File: config.mk
export PLATFORM = sky130hd
export DESIGN_NAME = quoted_command_tokenizer
export DESIGN_NICKNAME = d
export VERILOG_FILES = /design/src/rtl/qct_pkg.sv /design/src/rtl/qct_step.sv /design/src/rtl/qct_outq.sv /design/src/rtl/quoted_command_tokenizer.sv
export SDC_FILE = /design/constraint.sdc
export NUM_CORES = 1
export LEC_CHECK = 0
export BUFFER_PORTS_ARGS = -buffer_cell sky130_fd_sc_hd__buf_2
export CAP_MARGIN = 20
export CORE_UTILIZATION = 56
export DETAILED_ROUTE_END_ITERATION = 8
export GPL_TIMING_DRIVEN = 1
export PLACE_DENSITY = 0.84
export RECOVER_POWER = 100
export REMOVE_ABC_BUFFERS = 1
export SLEW_MARGIN = 20
export SYNTH_ARGS = -nofsm -noshare
export SYNTH_HDL_FRONTEND = slang
export SYNTH_SLANG_ARGS = --single-unit
File: constraint.sdc
create_clock -name clk -period 4.5 [get_ports clk]
set_clock_uncertainty 0.1 [all_clocks]
set_input_delay 0.45 -clock clk [delete_from_list [all_inputs] [get_ports clk]]
set_output_delay 0.45 -clock clk [all_outputs]
set_load 0.05 [all_outputs]
File: src/rtl/qct_pkg.sv
package qct_pkg;

    localparam int MAX_TOKENS_BOUND = 64;
    localparam int COUNT_W = 7;
    localparam int INDEX_W = 6;
    localparam int KIND_W = 3;
    localparam int QDEPTH = 4;
    localparam int QPTR_W = 2;
    localparam int QCNT_W = 3;

    localparam logic [KIND_W-1:0] KIND_DATA     = 3'd0;
    localparam logic [KIND_W-1:0] KIND_END      = 3'd1;
    localparam logic [KIND_W-1:0] KIND_OK       = 3'd2;
    localparam logic [KIND_W-1:0] KIND_OVER     = 3'd3;
    localparam logic [KIND_W-1:0] KIND_UNCLOSED = 3'd4;

    localparam logic [7:0] CH_DQUOTE    = 8'h22;
    localparam logic [7:0] CH_SQUOTE    = 8'h27;
    localparam logic [7:0] CH_BACKSLASH = 8'h5C;
    localparam logic [7:0] CH_SPACE     = 8'h20;
    localparam logic [7:0] CH_TAB       = 8'h09;
    localparam logic [7:0] CH_CR        = 8'h0D;

    typedef struct packed {
        logic [7:0] ch;
        logic       end_of_line;
    } in_item_t;

    typedef struct packed {
        logic [KIND_W-1:0]  kind;
        logic [7:0]         data_byte;
        logic [INDEX_W-1:0] token_index;
        logic [COUNT_W-1:0] token_count;
        logic               last;
    } out_item_t;

    typedef struct packed {
        logic               in_token;
        logic               quote_mode;
        logic               quote_is_double;
        logic               escape_pending;
        logic [COUNT_W-1:0] tokens_started;
        logic               overflowed;
    } line_state_t;

endpackage

File: src/rtl/qct_step.sv
module qct_step
    import qct_pkg::*;
(
    input  line_state_t        state,
    input  in_item_t           item,
    input  logic [COUNT_W-1:0] max_tokens,
    output line_state_t        state_next,
    output logic [1:0]         num_results,
    output out_item_t          result0,
    output out_item_t          result1
);

    logic [COUNT_W-1:0] limit;
    logic               start_ok;
    logic               is_ws;
    logic               is_quote;
    logic [7:0]         close_ch;
    logic [INDEX_W-1:0] cur_idx;

    assign limit = (max_tokens > COUNT_W'(MAX_TOKENS_BOUND))
                 ? COUNT_W'(MAX_TOKENS_BOUND) : max_tokens;
    assign start_ok = state.tokens_started < limit;
    assign is_ws = (item.ch == CH_SPACE) || (item.ch >= CH_TAB && item.ch <= CH_CR);
    assign is_quote = (item.ch == CH_DQUOTE) || (item.ch == CH_SQUOTE);
    assign close_ch = state.quote_is_double ? CH_DQUOTE : CH_SQUOTE;
    assign cur_idx = (state.tokens_started != '0)
                   ? INDEX_W'(state.tokens_started - COUNT_W'(1)) : '0;

    always_comb
    begin
        logic               handled;
        logic [COUNT_W-1:0] ts_new;
        logic [INDEX_W-1:0] idx_new;
        state_next  = state;
        num_results = 2'd0;
        result0     = '0;
        result1     = '0;
        handled     = 1'b0;
        ts_new      = state.tokens_started;
        idx_new     = cur_idx;
        result0.token_count = state.tokens_started;
        result1.token_count = state.tokens_started;

        if (item.end_of_line)
        begin
            result0.last = 1'b1;
            num_results  = 2'd1;
            if (state.overflowed)
            begin
                result0.kind = KIND_OVER;
            end
            else if (state.in_token)
            begin
                result0.kind        = KIND_END;
                result0.token_index = cur_idx;
                result0.last        = 1'b0;
                result1.kind        = state.quote_mode ? KIND_UNCLOSED : KIND_OK;
                result1.last        = 1'b1;
                num_results         = 2'd2;
            end
            else
            begin
                result0.kind = state.quote_mode ? KIND_UNCLOSED : KIND_OK;
            end
            state_next = '0;
        end
        else if (!state.overflowed)
        begin
            if (!state.escape_pending)
            begin
                if (state.quote_mode)
                begin
                    handled = 1'b1;
                    if (item.ch == close_ch)
                    begin
                        result0.kind        = KIND_END;
                        result0.token_index = cur_idx;
                        result0.last        = 1'b1;
                        num_results         = 2'd1;
                        state_next.quote_mode = 1'b0;
                        state_next.in_token   = 1'b0;
                    end
                    else if (item.ch == CH_BACKSLASH)
                    begin
                        state_next.escape_pending = 1'b1;
                    end
                    else
                    begin
                        result0.kind        = KIND_DATA;
                        result0.data_byte   = item.ch;
                        result0.token_index = cur_idx;
                        result0.last        = 1'b1;
                        num_results         = 2'd1;
                    end
                end
                else if (is_quote && !state.in_token)
                begin
                    handled = 1'b1;
                    if (!start_ok)
                    begin
                        state_next.overflowed = 1'b1;
                    end
                    else
                    begin
                        state_next.tokens_started  = state.tokens_started + COUNT_W'(1);
                        state_next.in_token        = 1'b1;
                        state_next.quote_mode      = 1'b1;
                        state_next.quote_is_double = (item.ch == CH_DQUOTE);
                    end
                end
                else if (is_ws)
                begin
                    handled = 1'b1;
                    if (state.in_token)
                    begin
                        result0.kind        = KIND_END;
                        result0.token_index = cur_idx;
                        result0.last        = 1'b1;
                        num_results         = 2'd1;
                        state_next.in_token = 1'b0;
                    end
                end
            end

            // plain character, or the one after a backslash
            if (!handled)
            begin
                if (!state.in_token && !start_ok)
                begin
                    state_next.overflowed = 1'b1;
                end
                else
                begin
                    if (!state.in_token)
                    begin
                        ts_new = state.tokens_started + COUNT_W'(1);
                        state_next.tokens_started = ts_new;
                        state_next.in_token       = 1'b1;
                        idx_new = INDEX_W'(state.tokens_started);
                    end
                    if (item.ch == CH_BACKSLASH && !state.escape_pending)
                    begin
                        state_next.escape_pending = 1'b1;
                    end
                    else
                    begin
                        state_next.escape_pending = 1'b0;
                        result0.kind        = KIND_DATA;
                        result0.data_byte   = item.ch;
                        result0.token_index = idx_new;
                        result0.token_count = ts_new;
                        result0.last        = 1'b1;
                        num_results         = 2'd1;
                    end
                end
            end
        end
    end

endmodule

File: src/rtl/qct_outq.sv
module qct_outq
    import qct_pkg::*;
(
    input  logic              clk,
    input  logic              rst_n,
    input  logic [1:0]        push_num,
    input  out_item_t         push0,
    input  out_item_t         push1,
    input  logic              pop,
    output logic              room2,
    output logic              head_valid,
    output out_item_t         head,
    output logic [QCNT_W-1:0] count
);

    out_item_t          mem [QDEPTH];
    logic [QPTR_W-1:0]  wr_ptr_reg;
    logic [QPTR_W-1:0]  wr_ptr_next;
    logic [QPTR_W-1:0]  rd_ptr_reg;
    logic [QPTR_W-1:0]  rd_ptr_next;
    logic [QCNT_W-1:0]  count_reg;
    logic [QCNT_W-1:0]  count_next;
    logic               do_pop;

    assign do_pop      = pop && (count_reg != '0);
    assign wr_ptr_next = wr_ptr_reg + QPTR_W'(push_num);
    assign rd_ptr_next = rd_ptr_reg + QPTR_W'(do_pop);
    assign count_next  = count_reg + QCNT_W'(push_num) - QCNT_W'(do_pop);

    assign room2      = count_reg <= QCNT_W'(QDEPTH - 2);
    assign head_valid = count_reg != '0;
    assign head       = mem[rd_ptr_reg];
    assign count      = count_reg;

    always_ff @(posedge clk)
    begin
        if (push_num != 2'd0)
            mem[wr_ptr_reg] <= push0;
        if (push_num == 2'd2)
            mem[wr_ptr_reg + QPTR_W'(1)] <= push1;
    end

    always_ff @(posedge clk or negedge rst_n)
    begin
        if (!rst_n)
        begin
            wr_ptr_reg <= '0;
            rd_ptr_reg <= '0;
            count_reg  <= '0;
        end
        else
        begin
            wr_ptr_reg <= wr_ptr_next;
            rd_ptr_reg <= rd_ptr_next;
            count_reg  <= count_next;
        end
    end

endmodule

File: src/rtl/quoted_command_tokenizer.sv
// channel  | direction | payload    | handshake
// in       | input     | in_item_t  | in_valid / in_stall
// out      | output    | out_item_t | out_valid / out_stall
// cfg      | input     | max_tokens | cfg_write / cfg_data
//
// one character per cycle sustained while the result queue has room for two; a beat
// goes from the input register through the step logic into the result queue
// end of line inside a token gives two results, the queue absorbs the extra
// one; input stalls only while the four-entry result queue has under two free
// reset clears line state and sets max_tokens to 64; no clearing pass
module quoted_command_tokenizer
    import qct_pkg::*;
(
    input  logic               clk,
    input  logic               rst_n,
    input  logic               in_valid,
    output logic               in_stall,
    input  in_item_t           in_item,
    output logic               out_valid,
    input  logic               out_stall,
    output out_item_t          out_item,
    input  logic               cfg_write,
    input  logic [COUNT_W-1:0] cfg_data
);

    logic               in_valid_reg;
    logic               in_valid_next;
    in_item_t           in_item_reg;
    line_state_t        state_reg;
    line_state_t        state_next;
    logic [COUNT_W-1:0] max_tokens_reg;
    logic               room2;
    logic               process;
    logic               in_accept;
    logic [1:0]         num_results;
    logic [1:0]         push_num;
    out_item_t          result0;
    out_item_t          result1;
    logic [QCNT_W-1:0]  q_count;

    assign process       = in_valid_reg && room2;
    assign in_stall      = in_valid_reg && !room2;
    assign in_accept     = in_valid && !in_stall;
    assign in_valid_next = in_accept || (in_valid_reg && !process);
    assign push_num      = process ? num_results : 2'd0;

    qct_step u_step (
        .state       (state_reg),
        .item        (in_item_reg),
        .max_tokens  (max_tokens_reg),
        .state_next  (state_next),
        .num_results (num_results),
        .result0     (result0),
        .result1     (result1)
    );

    qct_outq u_outq (
        .clk        (clk),
        .rst_n      (rst_n),
        .push_num   (push_num),
        .push0      (result0),
        .push1      (result1),
        .pop        (!out_stall),
        .room2      (room2),
        .head_valid (out_valid),
        .head       (out_item),
        .count      (q_count)
    );

    always_ff @(posedge clk)
    begin
        if (in_accept)
            in_item_reg <= in_item;
    end

    always_ff @(posedge clk or negedge rst_n)
    begin
        if (!rst_n)
        begin
            in_valid_reg   <= 1'b0;
            state_reg      <= '0;
            max_tokens_reg <= COUNT_W'(MAX_TOKENS_BOUND);
        end
        else
        begin
            in_valid_reg <= in_valid_next;
            if (process)
                state_reg <= state_next;
            if (cfg_write)
                max_tokens_reg <= cfg_data;
        end
    end

    a_queue_bound: assert property (@(posedge clk) disable iff (!rst_n)
        q_count <= QCNT_W'(QDEPTH))
        else $error("result queue count beyond depth");

    a_room_on_process: assert property (@(posedge clk) disable iff (!rst_n)
        process |-> q_count <= QCNT_W'(QDEPTH - 2))
        else $error("beat processed without room for two results");

    a_tokens_bound: assert property (@(posedge clk) disable iff (!rst_n)
        state_reg.tokens_started <= COUNT_W'(MAX_TOKENS_BOUND))
        else $error("token count beyond bound");

    a_overflow_unquoted: assert property (@(posedge clk) disable iff (!rst_n)
        state_reg.overflowed |-> !state_reg.quote_mode)
        else $error("overflow while in a quote");

    a_escape_in_token: assert property (@(posedge clk) disable iff (!rst_n)
        state_reg.escape_pending |-> state_reg.in_token)
        else $error("escape pending outside a token");

endmodule
==> results.py <==
metrics = {
    "synthesis": {
        "muxShareOfSynthArea": 0.1492,
        "ys_ff_latch": 136,
        "synth.avg_cell_area_um2": 10.23,
        "synth_enable_flop_cells": 49,
        "synth_seq_area_share": 0.4623,
        "synthArstFlopShare": 0.1985,
        "synth-xor-area-share": 0.008461,
        "synth_ff_type": "dfxtp_1",
        "synthSimpleGateAreaFrac": 0.1628,
        "syn_inst": 708,
        "synth_top_family_by_area": "simple AND/OR/NAND/NOR gates",
        "ys.warnings.count": 0,
        "synth_cell_types": 64,
        "syn-cell-area_um2": 7246,
        "synthAdderAreaFrac": 0.02694,
        "synth_compound_area_frac": 0.1476,
    },
    "placement": {
        "post-place-ws_ns": 0.9470,
        "place_area_um2": 7591,
        "numPortBuffers": 47,
        "gp_congestion": 0.9659,
        "dp_hpwl_um": 13550,
        "dp.cells": 890,
    },
    "sta": {
        "clock.fmax_mhz": 257.0,
        "slew_violations": 27,
        "tns_ns": 0,
        "hold_violations": 0,
        "worstMarginPinSlew_ns": 2.211,
        "fin_crit_sh": 0.8646,
        "max_slew_margin": -0.4739,
        "fin_crit_ns": 3.891,
        "rsz0062_at_grt": "no",
        "finalSetupViolations": 0,
        "setup_slack_ns": 0.6092,
    },
    "run": {
        "maxCapViolCount": 1,
    },
    "final_layout": {
        "drive_gt1_frac": 0.1398,
        "largest_reg_flops": 100,
        "fin_area_um2": 8114,
        "fin_cells": 923,
        "diodes": 0,
        "syn2layout_area_growth_pct": 11.98,
        "fill_cells": 1028,
        "layout.nets": 774,
        "multi_input_area_um2": 3577,
        "seq_area_um2": 3351,
    },
    "clock_network": {
        "path_clk_slew_ns": 0.06,
        "clockBufferDepth": 2,
        "cts-resized-gates": 0,
        "cts_tree": "done",
        "clockRootBuffer": "clkbuf_16",
        "post-cts-setup-buffers": 0,
        "h-tree-depth": 4,
        "insertion_delay_ns": 0.43,
        "clock_sinks": 136,
        "cts_made_buffers": 17,
        "postCtsHoldBufs": 1,
    },
    "routing": {
        "vias": 6102,
        "ant_nets": 0,
        "routedWlPerCell_um": 21.56,
        "first_pass_iters": 6,
        "drt_iter0_markers": 631,
        "wirelength_um": 19900,
        "drc": 0,
        "vias_per_cell": 6.611,
    },
    "global_route": {
        "busiest_layer": "met2",
        "grt_first_pass_wirelength_um": 31010,
        "grt_start_max_net_pins": 47,
        "use_met3": 0.07008,
        "use_met1": 0.4062,
        "grt_usage": 0.3133,
        "grt_overflow_total": 0,
        "use_met2": 0.4986,
        "grt_pass1_vias": 5711,
        "grt_antenna_before_repair": 0,
    },
    "die": {
        "placement_rows": 41,
        "die_x_um": 115.8,
        "die_y_um": 115.8,
        "dieArea_um2": 13400,
        "start_util": 0.5742,
        "core_um2": 12620,
        "io_pins": 48,
    },
    "worst_setup_path": {
        "ff2ff_setup_slack_ns": 0.65,
        "worst_setup_path_start_kind": "flip-flop",
        "critPathCaptureType": "output pin",
        "cp_max_fo": 26,
        "required_ns": 3.95,
        "crit_type": "reg2out",
        "arrival_ns": 3.34,
    },
    "power": {
        "irDropWorstVdd_mv": 0.4233,
        "p_per_area_nw_per_um2": 756.2,
        "p_leak_nw": 3.302,
        "finalPower_mw": 6.136,
    },
    "hold_path": {
        "hp-class": "in2reg",
    },
    "outcome": {
        "status": "complete, but fails checks",
        "failed_checks": "capacitance limit, slew limit",
    },
}
==> synth_stat cells (8+ instances only) <==
master    number  area [um^2]
nand2_1       93        349.1
dfxtp_1       60         1201
edfxtp_1      49         1471
a31oi_1       46        287.8
mux2i_1       45        450.4
clkbuf_1      41        153.9
o21ai_0       32        160.2
nand3_1       30        150.1
nor2_1        28        105.1
a21oi_1       26        130.1
dfrtp_1       26        650.6
mux4_2        25        563.0
inv_1         20        75.07
nand4_1       16        100.1
ha_1          14        175.2
nor3_1        12        60.06
a32o_1        11        110.1
and2_1         9        56.30
and3_1         9        56.30
o22ai_1        8        50.05
==> critical path, stage by stage, from the launching register on <==
cell	delay, ns
dfrtp_1	0.32
clkbuf_1	1.57
mux4_2	0.52
clkbuf_1	0.48
==> placed cells by master, fill, tap and decap left out, types with 5 or more instances in the layout <==
| master | netlist | layout |
|---|---|---|
| a31oi_1 | 46 | 46 |
| nor3_1 | 12 | 12 |
| a21oi_1 | 26 | 27 |
| a211oi_1 | 5 | 5 |
| nor2_1 | 28 | 28 |
| nor4_1 | 4 | 5 |
| and3_1 | 9 | 9 |
| o22ai_1 | 8 | 8 |
| clkbuf_1 | 41 | 29 |
| dfrtp_1 | 26 | 25 |
| mux2_2 | 6 | 6 |
| nand2_1 | 93 | 93 |
| edfxtp_1 | 49 | 49 |
| dfxtp_1 | 60 | 60 |
| nand4_1 | 16 | 16 |
| nand3_1 | 30 | 30 |
| ha_1 | 14 | 14 |
| mux2i_1 | 45 | 45 |
| inv_1 | 20 | 20 |
| and2_1 | 9 | 5 |
| a32o_1 | 11 | 11 |
| o21ai_0 | 32 | 32 |
| and4_1 | 7 | 7 |
| buf_4 | 7 | 12 |
| clkbuf_16 | 0 | 18 |
| buf_2 | 4 | 20 |
| mux4_2 | 25 | 25 |
==> power by group <==
part / internal, mW / switching (mW)
clock network: 0.802 / 0.524
registers: 1.70 / 0.368
logic: 0.894 / 1.85
==> metal layers <==
| layer | part of all wire | wire, um | up-vias |
|---|---|---|---|
| li1 | - | - | 2736 |
| met1 | 0.41 | 8079 | 2936 |
| met2 | 0.48 | 9512 | 367 |
| met3 | 0.082 | 1636 | 63 |
| met4 | 0.034 | 670 | 0 |
| met5 | 0 | 0 | - |
==> path summary, 6_finish.rpt <==
check / start / end / depth (start not counted)
worst max-delay path: u_outq.rd_ptr_reg[0]$_DFF_PN0_ / out_item[13] / 3
worst min-delay path: in_item[8] / in_item_reg[8]$_DFFE_PP_ / 1
worst max register to register: in_item_reg[1]$_DFFE_PP_ / u_outq.mem[0][1]$_DFFE_PP_ / 8
worst min register to register: u_outq.mem[2][20]$_SDFFE_PP0P_ / u_outq.mem[2][20]$_SDFFE_PP0P_ / 2
max in group asynchronous: rst_n / u_outq.rd_ptr_reg[1]$_DFF_PN0_ / 2
min in group asynchronous: rst_n / u_outq.count[1]$_DFF_PN0_ / 2
==> metrics by stage <==
step / hold slack (ns) / util
floorplan: 0.05441 / -
global placement: 0.3415 / 0.6014
detailed placement: 0.3528 / 0.6015
CTS: 0.08310 / 0.6476
global route: 0.08233 / 0.6430
finish: 0.09508 / 0.6430
==> kinds of logic after synthesis <==
family                   count (synthesis)
multiplexers                            76
AND/OR/NAND/NOR                        238
adder cells (fa/ha/maj)                 15
flip-flops                             136
AO/OA/AOI/OAI                          162
buffers and inverters                   74
XOR/XNOR                                 7
==> final cells by class <==
class	count	share of cell area
inverter	20	0.009252
tap	172	0.02652
sequential	136	0.4130
multi-input combinational	498	0.4409
clock buffer	23	0.06322
clock inverter	9	0.007247
timing repair buffer	65	0.03994
(Power assumes the default switching activity.)
